===== src/rtl/prs_pkg.sv =====
package prs_pkg;

    localparam int SAMPLE_W    = 24;
    localparam int COEF_W      = 20;
    localparam int ADDR_W      = 12;
    localparam int LANES       = 4;
    localparam int PROD_LANE_W = SAMPLE_W + COEF_W;
    localparam int ACC_W       = PROD_LANE_W + 7;
    localparam int ADV_DEPTH   = 64;
    localparam int MAX_RESULTS = 64;
    localparam int CFG_IDX_W   = 2;
    localparam int CFG_DATA_W  = 36;

    localparam logic [1:0] ACT_SAMPLE = 2'd0;
    localparam logic [1:0] ACT_COEF   = 2'd1;
    localparam logic [1:0] ACT_ADV    = 2'd2;

    localparam logic [CFG_IDX_W-1:0] REG_TAPS = 2'd0;
    localparam logic [CFG_IDX_W-1:0] REG_UP   = 2'd1;
    localparam logic [CFG_IDX_W-1:0] REG_STEP = 2'd2;
    localparam logic [CFG_IDX_W-1:0] REG_CHAN = 2'd3;

    localparam logic [CFG_DATA_W-1:0] MIN_STEP = 36'd67108864;

    typedef struct packed {
        logic [1:0]                 action;
        logic signed [SAMPLE_W-1:0] sample_a;
        logic signed [SAMPLE_W-1:0] sample_b;
        logic signed [SAMPLE_W-1:0] sample_c;
        logic signed [SAMPLE_W-1:0] sample_d;
        logic [ADDR_W-1:0]          table_address;
        logic signed [COEF_W-1:0]   table_value;
    } t_in_item;

    typedef struct packed {
        logic signed [SAMPLE_W-1:0] result_a;
        logic signed [SAMPLE_W-1:0] result_b;
        logic signed [SAMPLE_W-1:0] result_c;
        logic signed [SAMPLE_W-1:0] result_d;
        logic                       last_of_run;
    } t_out_item;

    typedef struct packed {
        logic push;
        logic coef_we;
        logic adv_we;
        logic setup;
        logic issue;
        logic first;
        logic last_tap;
        logic load_out;
        logic last_of_run;
    } t_dp_cmd;

    typedef struct packed {
        logic       acc_done;
        logic       out_busy;
        logic [7:0] adv_data;
    } t_dp_sts;

endpackage


===== src/rtl/prs_ctrl.sv =====
module prs_ctrl #(
    parameter int MAX_TAPS  = 32,
    parameter int FRAC_BITS = 26
) (
    input  logic                               i_clk,
    input  logic                               i_rst_n,
    input  logic                               i_cfg_we,
    input  logic [prs_pkg::CFG_IDX_W-1:0]      i_cfg_index,
    input  logic [prs_pkg::CFG_DATA_W-1:0]     i_cfg_data,
    input  logic                               i_valid,
    output logic                               o_ready,
    input  logic [1:0]                         i_action,
    output prs_pkg::t_dp_cmd                   o_cmd,
    input  prs_pkg::t_dp_sts                   i_sts,
    output logic [((33 - FRAC_BITS > 7) ? 33 - FRAC_BITS : 7)-1:0] o_row,
    output logic [FRAC_BITS-1:0]               o_frac,
    output logic [5:0]                         o_taps,
    output logic [2:0]                         o_lanes,
    output logic [5:0]                         o_phase
);
    import prs_pkg::*;

    localparam int ROW_W = (33 - FRAC_BITS > 7) ? 33 - FRAC_BITS : 7;

    localparam logic [2:0] S_IDLE   = 3'd0;
    localparam logic [2:0] S_CHECK  = 3'd1;
    localparam logic [2:0] S_SETUP  = 3'd2;
    localparam logic [2:0] S_ISSUE  = 3'd3;
    localparam logic [2:0] S_WAIT   = 3'd4;
    localparam logic [2:0] S_RESULT = 3'd5;

    logic [2:0]  r_state, n_state;
    logic [39:0] r_pos, n_pos;
    logic [5:0]  r_phase, n_phase;
    logic [6:0]  r_n, n_n;
    logic [5:0]  r_j, n_j;
    logic [5:0]  r_taps;
    logic [6:0]  r_up;
    logic [35:0] r_step;
    logic [2:0]  r_chan;

    logic [5:0]  taps_eff;
    logic [6:0]  upf_eff;
    logic [35:0] st_eff;
    logic        rational;
    logic        emit_ok;
    logic [39:0] fin_pos;
    logic [5:0]  phase_nxt;
    logic [7:0]  int_dec;
    t_dp_cmd     cmd;

    always_comb begin
        if (r_taps == 6'd0) begin
            taps_eff = 6'd1;
        end else if (32'(r_taps) > MAX_TAPS) begin
            taps_eff = 6'(MAX_TAPS);
        end else begin
            taps_eff = r_taps;
        end
        if (r_up == 7'd0) begin
            upf_eff = 7'd1;
        end else if (r_up > 7'd64) begin
            upf_eff = 7'd64;
        end else begin
            upf_eff = r_up;
        end
        st_eff    = (r_step < MIN_STEP) ? MIN_STEP : r_step;
        rational  = (r_step == 36'd0);
        emit_ok   = (r_pos[39:32] == 8'd0) && (r_n < 7'(MAX_RESULTS));
        int_dec   = (r_pos[39:32] != 8'd0) ? r_pos[39:32] - 8'd1 : r_pos[39:32];
        fin_pos   = {int_dec, rational ? 32'd0 : r_pos[31:0]};
        phase_nxt = (({1'b0, r_phase} + 7'd1) >= upf_eff) ? 6'd0 : r_phase + 6'd1;
    end

    assign o_taps  = taps_eff;
    assign o_lanes = (r_chan == 3'd0) ? 3'd1 : r_chan;
    assign o_phase = r_phase;
    assign o_row   = rational ? ROW_W'(r_phase) : ROW_W'(r_pos[31:FRAC_BITS]);
    assign o_frac  = rational ? '0 : r_pos[FRAC_BITS-1:0];
    assign o_cmd   = cmd;

    always_comb begin
        n_state = r_state;
        n_pos   = r_pos;
        n_phase = r_phase;
        n_n     = r_n;
        n_j     = r_j;
        cmd     = '0;
        o_ready = 1'b0;
        unique case (r_state)
            S_IDLE: begin
                o_ready = 1'b1;
                if (i_valid) begin
                    unique case (i_action)
                        ACT_SAMPLE: begin
                            cmd.push = 1'b1;
                            n_n      = 7'd0;
                            n_state  = S_CHECK;
                        end
                        ACT_COEF: cmd.coef_we = 1'b1;
                        ACT_ADV:  cmd.adv_we  = 1'b1;
                        default: ;
                    endcase
                end
            end
            S_CHECK: begin
                if (emit_ok) begin
                    n_state = S_SETUP;
                end else begin
                    n_pos   = fin_pos;
                    n_state = S_IDLE;
                end
            end
            S_SETUP: begin
                cmd.setup = 1'b1;
                n_j       = 6'd0;
                n_state   = S_ISSUE;
            end
            S_ISSUE: begin
                cmd.issue    = 1'b1;
                cmd.first    = (r_j == 6'd0);
                cmd.last_tap = (r_j == taps_eff - 6'd1);
                if (r_j == 6'd0) begin
                    n_n = r_n + 7'd1;
                    if (rational) begin
                        n_pos[39:32] = r_pos[39:32] + i_sts.adv_data;
                        n_phase      = phase_nxt;
                    end else begin
                        n_pos = r_pos + {4'd0, st_eff};
                    end
                end
                if (r_j == taps_eff - 6'd1) begin
                    n_state = S_WAIT;
                end else begin
                    n_j = r_j + 6'd1;
                end
            end
            S_WAIT: begin
                if (i_sts.acc_done) begin
                    n_state = S_RESULT;
                end
            end
            S_RESULT: begin
                if (!i_sts.out_busy) begin
                    cmd.load_out    = 1'b1;
                    cmd.last_of_run = !emit_ok;
                    if (!emit_ok) begin
                        n_pos   = fin_pos;
                        n_state = S_IDLE;
                    end else begin
                        n_state = S_SETUP;
                    end
                end
            end
            default: n_state = S_IDLE;
        endcase
    end

    always_ff @(posedge i_clk) begin
        if (!i_rst_n) begin
            r_state <= S_IDLE;
            r_pos   <= '0;
            r_phase <= '0;
            r_n     <= '0;
            r_j     <= '0;
        end else begin
            r_state <= n_state;
            r_pos   <= n_pos;
            r_phase <= n_phase;
            r_n     <= n_n;
            r_j     <= n_j;
        end
    end

    always_ff @(posedge i_clk) begin
        if (!i_rst_n) begin
            r_taps <= 6'd32;
            r_up   <= 7'd1;
            r_step <= '0;
            r_chan <= 3'd1;
        end else if (i_cfg_we) begin
            unique case (i_cfg_index)
                REG_TAPS: r_taps <= i_cfg_data[5:0];
                REG_UP:   r_up   <= i_cfg_data[6:0];
                REG_STEP: r_step <= i_cfg_data;
                REG_CHAN: r_chan <= i_cfg_data[2:0];
                default: ;
            endcase
        end
    end

`ifndef NO_ASSERTIONS
    a_done_in_wait: assert property (@(posedge i_clk) disable iff (!i_rst_n)
        i_sts.acc_done |-> r_state == S_WAIT) else $error("accumulator done outside wait");
    a_run_cap: assert property (@(posedge i_clk) disable iff (!i_rst_n)
        r_n <= 7'(MAX_RESULTS)) else $error("run count beyond cap");
    a_last_to_idle: assert property (@(posedge i_clk) disable iff (!i_rst_n)
        (cmd.load_out && cmd.last_of_run) |=> r_state == S_IDLE)
        else $error("final result did not end the run");
    a_sample_check: assert property (@(posedge i_clk) disable iff (!i_rst_n)
        cmd.push |=> (r_state == S_CHECK && r_n == 7'd0)) else $error("sample did not start run");
`endif

endmodule


===== config.mk =====
export PLATFORM = sky130hd
export DESIGN_NAME = prs_ctrl
export DESIGN_NICKNAME = d
export VERILOG_FILES = /design/src/rtl/prs_pkg.sv /design/src/rtl/prs_ctrl.sv
export SDC_FILE = /design/constraint.sdc
export NUM_CORES = 1
export LEC_CHECK = 0
export BUFFER_PORTS_ARGS = -buffer_cell sky130_fd_sc_hd__buf_2
export CAP_MARGIN = 20
export CORE_ASPECT_RATIO = 1.5
export CORE_UTILIZATION = 45
export CTS_CLUSTER_SIZE = 24
export DETAILED_ROUTE_END_ITERATION = 7
export GPL_TIMING_DRIVEN = 0
export PLACE_DENSITY_LB_ADDON = 0.3
export SKIP_CTS_REPAIR_TIMING = 1
export SYNTH_ARGS = -nofsm -noshare
export SYNTH_HDL_FRONTEND = slang
export SYNTH_SLANG_ARGS = --single-unit
export TNS_END_PERCENT = 20

===== constraint.sdc =====
create_clock -name i_clk -period 4.35 [get_ports i_clk]
set_clock_uncertainty 0.1 [all_clocks]
set_input_delay 0.87 -clock i_clk [delete_from_list [all_inputs] [get_ports i_clk]]
set_output_delay 0.87 -clock i_clk [all_outputs]
set_load 0.02 [all_outputs]

==> results of run 1 <==
## synth_stat cells, drive strengths merged (4+ instances only)
cell	count	area share, %
nand2	154	7.3
a31oi	6	0.55
o21bai	8	0.76
nor4	12	1.0
o211ai	6	0.57
nand2b	13	1.0
nor3b	4	0.38
nor3	12	0.97
nand3	33	2.2
and2	33	2.6
dfxtp	114	29
a21oi	96	6.1
clkbuf	49	2.3
o21a	5	0.48
mux2i	16	2.0
mux2	7	1.0
inv	27	1.3
o21ai	68	4.4
a21boi	6	0.57
xnor2	37	4.2
a21o	16	1.5
nand4	12	0.95
buf	14	1.0
nor2b	65	5.1
a211oi	5	0.54
o41ai	5	0.65
nor2	55	2.6
xor2	21	2.3
a22oi	20	1.9
or3	7	0.55
ha	56	8.9
and3	6	0.48
or2	5	0.40
## cell usage in the layout, fill, tap and decap left out, types with 4 or more instances in the layout
| cell | count |
|---|---|
| sky130_fd_sc_hd__nor2b_1 | 65 |
| sky130_fd_sc_hd__a31oi_1 | 5 |
| sky130_fd_sc_hd__bufinv_16 | 5 |
| sky130_fd_sc_hd__xor2_1 | 21 |
| sky130_fd_sc_hd__ha_1 | 56 |
| sky130_fd_sc_hd__a21boi_0 | 6 |
| sky130_fd_sc_hd__buf_2 | 122 |
| sky130_fd_sc_hd__clkbuf_16 | 17 |
| sky130_fd_sc_hd__nor2_1 | 54 |
| sky130_fd_sc_hd__o21ai_1 | 22 |
| sky130_fd_sc_hd__nor3b_1 | 4 |
| sky130_fd_sc_hd__a211oi_1 | 4 |
| sky130_fd_sc_hd__or3_1 | 7 |
| sky130_fd_sc_hd__xnor2_1 | 36 |
| sky130_fd_sc_hd__nand2b_1 | 13 |
| sky130_fd_sc_hd__nand2_1 | 154 |
| sky130_fd_sc_hd__clkbuf_1 | 47 |
| sky130_fd_sc_hd__o21bai_1 | 8 |
| sky130_fd_sc_hd__dfxtp_1 | 114 |
| sky130_fd_sc_hd__o21ai_0 | 45 |
| sky130_fd_sc_hd__nor4_1 | 10 |
| sky130_fd_sc_hd__and3_1 | 6 |
| sky130_fd_sc_hd__and2_1 | 33 |
| sky130_fd_sc_hd__inv_1 | 24 |
| sky130_fd_sc_hd__nand4_1 | 12 |
| sky130_fd_sc_hd__o21a_1 | 5 |
| sky130_fd_sc_hd__a21o_1 | 16 |
| sky130_fd_sc_hd__nor3_1 | 10 |
| sky130_fd_sc_hd__a21oi_1 | 95 |
| sky130_fd_sc_hd__o211ai_1 | 6 |
| sky130_fd_sc_hd__mux2_2 | 6 |
| sky130_fd_sc_hd__or2_2 | 4 |
| sky130_fd_sc_hd__mux2i_1 | 16 |
| sky130_fd_sc_hd__nand3_1 | 32 |
| sky130_fd_sc_hd__a22oi_1 | 20 |
## registers in the layout, summed over array words and instances (netlist names)
signal and count:
o_phase 6, r_chan 3, r_j 6, r_n 7
r_pos 40, r_state 3, r_step 36, r_taps 6
r_up 7
## cells by family after synthesis
logic type	after synthesis	synth area share, %
and+or+nand+nor	422	26.90
AOI/OAI and AO/OA	263	20.58
DFF	114	28.89
buffers and inverters	90	4.657
adders and majority gates	58	9.377
xor gates and xnor gates	58	6.526
muxes	23	3.025
other	1	0.04748
## worst paths after layout
path,startpoint,to,slack [ps]
min,r_pos[31],r_pos[31],370
max reg2reg,r_step[34],r_pos[24],240
min reg2reg,r_pos[31],r_pos[31],370
max,r_step[9],o_row[4],120
## worst max-delay path: stages (launching register included)
cell and delay [ps]:
sky130_fd_sc_hd__dfxtp_1 320, sky130_fd_sc_hd__or4_1 540, sky130_fd_sc_hd__nor3_1 180, sky130_fd_sc_hd__nand4_1 280
sky130_fd_sc_hd__nor2_2 280, sky130_fd_sc_hd__buf_2 310, sky130_fd_sc_hd__buf_2 350, sky130_fd_sc_hd__mux2_2 400
sky130_fd_sc_hd__buf_2 160
## per-layer routing
layer / wire (um) / part of all wire, % / up-vias
met1: 8972 / 38 / 3588
met5: 0 / 0 / -
li1: - / - / 3862
met2: 12310 / 53 / 196
met3: 726 / 3.1 / 71
met4: 1298 / 5.6 / 0
## power by group
| group | total (mW) | switching [mW] | internal (mW) |
|---|---|---|---|
| registers | 1.16 | 0.0676 | 1.09 |
| logic | 0.869 | 0.546 | 0.323 |
| clock network | 1.54 | 0.520 | 1.02 |
## stage by stage
| stage | hold WS [ps] | std cells | power [mW] | util (%) |
|---|---|---|---|---|
| after detailed placement | 359.9 | 1351 | 2.033 | 50.43 |
| after floorplan | 338.2 | 1029 | 1.789 | - |
| final | 367.8 | 1384 | 3.566 | 54.46 |
| after global routing | 382.5 | 1384 | 3.739 | 54.46 |
| after CTS | 367.0 | 1383 | 3.573 | 54.14 |
| after global placement | 355.9 | 1351 | 2.023 | 50.43 |
## area by class of cell
type / instances / area share, %
buffer: 63 / 2.859
sequential: 114 / 24.26
inverter: 27 / 1.077
multi-input combinational: 825 / 56.30
timing repair buffer: 110 / 5.852
clock inverter: 13 / 2.221
clock buffer: 19 / 4.602
tap: 213 / 2.833
==> results by stage, run 1 <==
STA:
- The total negative slack for setup checks is 0 ps.
- The share of the cycle needed by the critical path after routing is 97.22%.
- The slew of the pin with the lowest slew margin is 864.5 ps.
- Setup violations remaining at the end of the flow were counted as 0.
- The max-slew violation count is 0.
- After layout, the worst setup slack is 120.9 ps.
- The worst pin sits at a relative slew slack of 42.15%.
- The post-layout minimum cycle time is 4229 ps.
- Based on the critical path, the design can be clocked at up to 236.5 MHz.
- The number of hold-slack violations in the final timing report is 0.

Worst setup path:
- At the worst endpoint, the required time is 3380 ps.
- Along the worst path, the maximum fanout reaches 10.
- The worst setup path is captured at a primary output.
- Data on the critical path arrives at its endpoint at 3260 ps.
- The setup path with the least slack is of type flip-flop to primary output.
- The path depth of the worst reg2reg path is 16.
- STA classifies the critical path startpoint as a flip-flop.

Global routing:
- Summed over all layers, the global routing overflow is 0.
- Entering global routing, the biggest net connects 17 pins.
- The met3 capacity usage during global routing is 3.889%.
- Global routing used 26.43% of the available tracks.
- The global routing usage on met1 is 27.67%.
- The initial antenna violation count was 0.
- For met2 alone, demand over resource in global routing was 48.15%.
- The busiest metal layer after global routing is met2.
- The via count of the first global-routing pass is 7281.
- The first global-routing pass estimated 35910 um of wire.

Finish:
- The number of diodes is 0.
- The multi-input combinational cell area is 0.005296 sq mm.
- Relative to the synthesized area, the layout overhead comes to 19.10%.
- The post-route netlist has 16.23% of its cells at a drive strength greater than 1.
- The final layout contains 1270 nets.
- The final cell area excluding filler cells is 0.009408 sq mm.
- The register area is 0.002282 sq mm.
- The number of fillers in the final layout is 1711.

Die:
- The top-level port count is 112.
- The width of the chip is 110.2 um.
- The initial utilization of the core area, before any placement, comes to 45.73%.
- The floorplan die area is 0.01810 sq mm.
- The standard-cell row count is 59.
- In this run the vertical extent of the chip is 164.3 um.
- The area of the core is 0.01727 sq mm.

Logic synthesis:
- The number of nets handed over by synthesis was 1141.
- The flip-flop and latch count after synthesis is 114.
- The instance count of the mapped netlist is 1029.
- After synthesis, flip-flops and latches occupy 28.89% of the total area.
- The count of warnings emitted by yosys is 0.
- The synthesized area divided by synthesized cell count is 7.676 sq um.
- The synthesized netlist occupies a cell area of 0.007899 sq mm.
- The number of flops mapped to enable cells by yosys is 0.
- Yosys mapped the design onto 74 distinct sky130hd cell types.
- After synthesis, the share of flip-flops with an asynchronous set or reset is 0%.
- In the synthesized netlist the dominant register cell turns out to be sky130_fd_sc_hd__dfxtp_1.

Placed design:
- Timing analysis after detailed placement gives a worst setup slack of -192.8 ps.
- The placed wire-length estimate after detailed placement is 18230 um.
- The congestion estimate from routability-driven global placement came to 0.9486.
- During placement, the flow inserted port buffers numbering 109.
- Once placement finished, the instance area stood at 0.008711 sq mm.

CTS:
- TritonCTS built the clock tree.
- The clock drives 114 sinks.
- Buffers inserted during clock tree synthesis total 17.
- The longest clock path from root to sink contains 2 buffers.
- The H-tree was split into 4 levels.
- The latest clock arrival within the worst-skew pair is 420 ps.
- The root buffer cell chosen for the clock tree is sky130_fd_sc_hd__clkbuf_16.
- The clock-pin transition on the worst setup and hold timing paths is 60 ps.

Min path:
- Counting instances, the worst hold path has a depth of 2.
- In this run the worst hold path is classified as flip-flop to flip-flop.

Detailed routing:
- The first routing iteration left 304 violations.
- The final antenna-violating net count is 0.
- The iteration count of the initial detailed-routing pass is 5.
- The number of design rule violations left after detail routing is 0.
- For this block, the via count after detailed routing is 7717.
- The average via count per standard cell is 5.576.
- Summed over all layers, the routed wires come to 23310 um.
- The routed wire length per instance is 16.84 um.

Pwr:
- Summed over all cells, the static leakage comes to 4.098 nW.
- IR analysis of the VDD net gives a maximum drop of 0.4031 mV.
- The power density relative to cell area is 379.0 mW/mm^2.

Run status:
- The run finished with clean final reports.

Run:
- Max-cap violations in this run came to 0.
Note: power is estimated with default switching activity, not from simulation.
==> run 2: changes to the inputs <==
--- a/config.mk
+++ b/config.mk
@@ -8,6 +8,7 @@
 export BUFFER_PORTS_ARGS = -buffer_cell sky130_fd_sc_hd__buf_2
 export CAP_MARGIN = 20
 export CORE_ASPECT_RATIO = 1.5
+export CORE_MARGIN = 5
 export CORE_UTILIZATION = 45
 export CTS_CLUSTER_SIZE = 24
 export DETAILED_ROUTE_END_ITERATION = 7
==> results by stage, run 2 (synthesis results as in run 1) <==
Worst setup path:
- The largest single stage delay on the critical path is 540 ps.
- The most critical setup path has its endpoint at o_row[4].
- The most frequent cell on the critical path is sky130_fd_sc_hd__buf_2.
- Of all nets on the critical path, the largest fanout is 10.
- The nature of the critical path startpoint is a flip-flop.
- In this run the register-to-register setup slack is 200 ps.
- Measured in cells, the most critical reg-to-reg path has a length of 16.
- The worst setup path is captured at a primary output.
- Data arrives at the worst endpoint at 3210 ps.
- The data required time of the worst path is 3380 ps.
- The critical path starts at r_step[9].
- The critical path goes through or4_1 -> nor3_1 -> nand4_1 -> nor2_2 -> buf_2 -> buf_2 -> mux2_2 -> buf_2.
- The cell at the slowest stage of the critical path is sky130_fd_sc_hd__or4_1.
- The worst register-to-register path begins at r_step[30].
- The critical path is of the flip-flop to primary output type.
- The critical register-to-register path endpoint is r_pos[34].

Min path:
- The class of the worst hold path is flip-flop to flip-flop.
- The critical hold path startpoint is r_step[12].

Placed design:
- After legalization and detailed placement, the total HPWL measured 18630 um.
- The number of input and output port buffers inserted is 109.
- The cell count after placement is 1352.
- Routability-driven placement finished with a final weighted congestion of 0.9244.
- The worst-case setup slack after placement is -298.2 ps.

CTS:
- The clock passes through at most 2 buffers.
- The latest clock arrival within the worst-skew pair is 420 ps.
- Clock tree synthesis inserted a total of 17 buffers.
- Clock tree synthesis found a total of 114 sinks.
- The CTS tree is done.
- The H-tree was split into 4 levels.
- The root buffer cell chosen for the clock tree is sky130_fd_sc_hd__clkbuf_16.
- After clock tree synthesis, the clock-pin slew on the worst setup and hold paths is 60 ps.

Pwr:
- The internal power summed over all cells is 2.348 mW.
- The leakage power of the design is 4.089 nW.
- Summed over all nets, the switching power comes to 1.127 mW.
- The clock group share of total power is 41.6%.
- The sequential cell fraction of total power is 33.4%.
- Combinational logic burns 25.0% of the power.
- In this run the power density over the cells is 370.3 mW/mm^2.
- The post-route total power is 3.475 mW.
- The worst supply voltage drop on vdd is 0.3656 mV.
- The switching share of total power is 32.43%.

Detailed routing:
- The routed design has 23950 um of wire.
- In the final routed layout, each cell accounts on average for 17.29 um.
- The final antenna-violating net count is 0.
- In the routed layout, each cell is associated on average with a via count of 5.586.
- For this block, the via count after detailed routing is 7737.
- The first detailed-routing pass ran for 5 iterations.
- The number of design rule violations left after detail routing is 0.
- The first-iteration detailed-routing DRC count is 463.

Global routing:
- The global routing usage on met1 is 24.80%.
- The met3 capacity usage during global routing is 3.436%.
- The first global-routing pass estimated 37630 um of wire.
- In this run the most used layer during global routing was met2.
- For this run the aggregate overflow at the end of global routing stands at 0.
- Global routing used 43.60% of the available met2 tracks.
- Global routing used 23.25% of the available tracks across all layers.
- Entering global routing, the biggest net connects 17 pins.
- The via count of the first global-routing pass was 7518.
- The initial antenna violation count is 0.

STA:
- The slew of the pin with the lowest slew margin is 918.9 ps.
- The worst max-slew margin expressed relative to the limit is 38.51%.
- The share of the cycle needed by the critical path after routing is 96.02%.
- For this run, the top clock speed supported by timing is 239.4 MHz.
- Subtracting the final worst setup slack from the clock period gives 4177 ps.
- The worst hold slack is 369.6 ps.
- The smallest setup slack after layout is 173.2 ps.
- The final setup violation count is 0.
- The max-slew violation count is 0.
- The number of hold-slack violations in the final timing report is 0.

Finish:
- 0 antenna diodes ended up in the layout.
- The library cells used most frequently in the layout, excluding fill and tap cells, are sky130_fd_sc_hd__nand2_1 (154), sky130_fd_sc_hd__buf_2 (122), sky130_fd_sc_hd__dfxtp_1 (114).
- Compared with the post-synthesis result, the final layout area differs by 18.79%.
- The largest registers in the layout are r_pos x40, r_step x36.
- The fraction of layout cells with a size suffix above 1 is 16.55%.
- The register with the most flip-flops in the layout has 40 of them.
- The register with the most flip-flops is r_pos.
- Once layout is complete, the cells apart from fillers number 1385.
- The final net count is 1271.
- Measured on the finished design, the core utilization comes to 54.09%.
- Leaving out fill and tap cells, the most frequent cell in the layout is sky130_fd_sc_hd__nand2_1.

Die:
- The die span in y is 172.3 um.
- Measured along the x axis, the die boundary spans 118.2 um.
- For this configuration, the core starts out at a cell density of 45.53%.
- The standard-cell row count is 59.
- The top-level port count is 112.
- The floorplan step defined a die boundary enclosing 0.02036 sq mm.
- The core region is 0.01735 sq mm.

Run:
- The tool flagged a number of max-cap violations equal to 0.

Run status:
- The flow ran to the end, and the final reports show no timing, DRC or antenna violations.
==> run 2: worst min-delay path by stage <==
stage                     slack, ps         end  cells past startpoint
after floorplan                 340   r_pos[22]                      2
after global placement          350   r_pos[25]                      2
after detailed placement        360   r_pos[25]                      2
after CTS                       370   r_pos[30]                      2
after global routing            390   r_pos[30]                      2
final                           370  r_step[12]                      2
==> run 2: layout make-up <==
type	instances	area, sq um
inverter	27	101.3
fill	1696	7965
clock inverter	12	156.4
tap	213	266.5
timing repair buffer	111	558.0
sequential	114	2282
buffer	63	270.3
multi-input combinational	825	5291
clock buffer	20	456.7
==> run 2: metal layers <==
layer | up-vias | share of wire [%]
met5 | - | 0
met4 | 0 | 5.0
met3 | 75 | 3.9
met2 | 213 | 53
met1 | 3571 | 38
li1 | 3878 | -
==> run 2: critical path: cells and delay by family, from the launching register on <==
family / cells / cell delay (ps)
flops: 1 / 330
buf+inv: 3 / 830
simple gates: 4 / 1240
mux: 1 / 400
==> run 2: power groups by stage <==
| stage | Sequential, mW | Combinational [mW] | Clock [mW] |
|---|---|---|---|
| after floorplan | 1.15 | 0.634 | 0 |
| after detailed placement | 1.18 | 0.855 | 0 |
| final | 1.16 | 0.869 | 1.45 |
| after CTS | 1.16 | 0.862 | 1.47 |
| after global routing | 1.16 | 0.982 | 1.52 |
| after global placement | 1.18 | 0.842 | 0 |
==> run 2: per-stage QoR <==
| step | TNS [ps] | cell area, sq um |
|---|---|---|
| 3_3_place_gp | -1027 | 8711 |
| 5_1_grt | -0.7829 | 9383 |
| 2_1_floorplan | 0 | 7899 |
| 3_5_place_dp | -1356 | 8716 |
| 6_report | 0 | 9383 |
| 4_1_cts | -1738 | 9329 |
==> run 3: changes to the inputs <==
--- a/config.mk
+++ b/config.mk
@@ -9,7 +9,7 @@
 export CAP_MARGIN = 20
 export CORE_ASPECT_RATIO = 1.5
 export CORE_MARGIN = 5
-export CORE_UTILIZATION = 45
+export CORE_UTILIZATION = 40
 export CTS_CLUSTER_SIZE = 24
 export DETAILED_ROUTE_END_ITERATION = 7
 export GPL_TIMING_DRIVEN = 0
==> results by stage, run 3 (synthesis results as in run 1) <==
Global routing:
- The total track usage is 20.84%.
- The total global routing overflow is 0.
- The via count of the first global-routing pass is 7489.
- The first global-routing pass estimated 37900 um of wire.
- The initial antenna violation count was 0.
- Entering global routing, the biggest net connects 17 pins.

Detailed routing:
- The first-iteration detailed-routing DRC count is 520.
- Summed over all layers, the routed wires come to 24270 um.
- The final antenna-violating net count is 0.
- The overall via count from detail_route is 7644.
- Dividing the detail-routed via count by the number of cells gives 5.338.
- The iteration count of the initial detailed-routing pass is 6.
- In the routed design, unresolved DRC markers number 0.
- After detailed routing, the average wire length per cell comes to 16.94 um.

Placed design:
- The placed wire-length estimate after detailed placement is 19180 um.
- The final weighted congestion in routability-driven placement is 0.9227.
- The worst-case setup slack after placement is -297.9 ps.
- The cell count after placement is 1398.
- The number of input and output port buffers inserted is 109.

CTS:
- No sink is reached through more buffers than the 2 on the longest clock path.
- The clock-pin transition on the worst setup and hold timing paths is 60 ps.
- For this design, the sink count on the clock tree is 114.
- In this run, CTS created clock tree buffers numbering 17.
- The depth of the CTS H-tree is 4.
- The CTS tree is done.
- Clock tree synthesis selected as its root buffer the cell sky130_fd_sc_hd__clkbuf_16.
- Clock latency on the worst-skew pair, taken at its later pin, is 420 ps.

Die:
- In this run the core area contains 63 standard-cell rows.
- The top-level port count is 112.
- The starting utilization of the core area is 40.24%.
- The core region is 0.01963 sq mm.
- The width of the chip is 124.7 um.
- The die covers 0.02271 sq mm.
- From bottom edge to top edge, the die measures 182.1 um.

Finish:
- In the final layout, the registers with the most flip-flops are r_pos x40, r_step x36.
- The layout-stage area growth over the synthesis result is 19.67%.
- The register with the most flip-flops in the final layout is r_pos.
- Leaving out fill and tap cells, the most frequent cell in the layout is sky130_fd_sc_hd__nand2_1.
- The count of non-filler cells in the finished layout is 1432.
- Cells fill 48.16% of the core in the end.
- In the final layout, flip-flops and latches occupy 0.002282 sq mm.
- The number of fillers in the final layout is 2015.
- The final net count is 1271.
- Summing all multi-input logic gate instances after layout gives 0.005319 sq mm.
- The fraction of layout cells with a size suffix above 1 is 16.23%.
- The number of flip-flops in the largest register is 40.
- The top cell types in the final layout, fill and taps aside, are sky130_fd_sc_hd__nand2_1 (154), sky130_fd_sc_hd__buf_2 (122), sky130_fd_sc_hd__dfxtp_1 (114).

Min path:
- The class of the worst hold path is flip-flop to flip-flop.
- Along the worst hold path, the cell count comes to 2.
- In this run the most critical hold path is launched from r_pos[25].

Worst setup path:
- STA puts the critical path data arrival time at 3240 ps.
- For the worst setup path, the data required time is 3380 ps.
- STA classifies the critical path startpoint as a flip-flop.
- The start point of the critical path is r_step[9].
- The type of the worst setup path is flip-flop to primary output.
- Of all nets on the critical path, the largest fanout is 11.
- The path depth of the worst reg2reg path is 16.
- In this run the critical register-to-register path is launched from r_step[34].
- The endpoint kind of the worst setup timing path is a primary output.

STA:
- The slew of the pin with the lowest slew margin is 954.5 ps.
- The maximum clock frequency is 237.6 MHz.
- Setup repair after global routing left no endpoint under its margin.
- The post-layout minimum cycle time is 4209 ps.
- After layout, the worst setup slack is 140.5 ps.
- The max-slew violation count is 0.
- The number of hold-slack violations in the final timing report came to 0.
- The final setup violation count is 0.
- After layout, the worst path uses 96.77% of the clock period.
- The worst max-slew margin expressed relative to the limit is 36.13%.

Run:
- Max-cap violations in this run came to 0.

Pwr:
- The post-route total power is 3.441 mW.
- The worst supply voltage drop on vdd is 0.2802 mV.
- The power density relative to cell area is 364.1 mW/mm^2.
- For this design the static power due to leakage is 4.125 nW.

Run status:
- The run finished with clean final reports.
[run 3: report_power, final]
| part | switching [mW] | total [mW] | leakage [nW] | internal, mW |
|---|---|---|---|---|
| sequential | 0.0646 | 1.16 | 0.922 | 1.09 |
| combinational | 0.542 | 0.866 | 2.91 | 0.324 |
| clock | 0.521 | 1.42 | 0.290 | 0.897 |
[run 3: worst max-delay path, stage by stage (launching register included)]
cell                       delay (ps)
sky130_fd_sc_hd__dfxtp_1          320
sky130_fd_sc_hd__or4_1            550
sky130_fd_sc_hd__nor3_1           150
sky130_fd_sc_hd__nand4_1          290
sky130_fd_sc_hd__nor2_2           300
sky130_fd_sc_hd__buf_2            300
sky130_fd_sc_hd__buf_4            270
sky130_fd_sc_hd__clkbuf_1         370
sky130_fd_sc_hd__nor2b_1           90
sky130_fd_sc_hd__buf_2            170
[run 3: layer usage]
| metal | track usage [%] | vias up | wire [um] |
|---|---|---|---|
| met5 | 0 | - | 0 |
| met3 | 3.895 | 57 | 902 |
| li1 | - | 3862 | - |
| met2 | 37.80 | 171 | 12580 |
| met4 | 12.24 | 0 | 1264 |
| met1 | 22.41 | 3554 | 9519 |
[run 3: through the flow]
step	area, sq um	setup TNS (ps)	hold slack (ps)
2_1_floorplan	7899	0	338.2
3_3_place_gp	8770	-1291	350.4
3_5_place_dp	8770	-1498	359.6
4_1_cts	9360	-2615	367.9
5_1_grt	9450	0	395.5
6_report	9453	0	366.7
[run 3: cell type report]
class                      instances  area share [%]
antenna                            1         0.02647
buffer                            63           2.846
clock buffer                      18           4.540
clock inverter                    13           1.707
inverter                          27           1.072
multi-input combinational        825           56.27
sequential                       114           24.14
tap                              260           3.441
timing repair buffer             111           5.956
[run 3: path summary, 6_finish.rpt]
kind / to / slack [ps]
setup / recovery: o_frac[21] / 140
hold / removal: r_pos[25] / 370
setup reg to reg: r_pos[34] / 200
hold reg to reg: r_pos[25] / 370
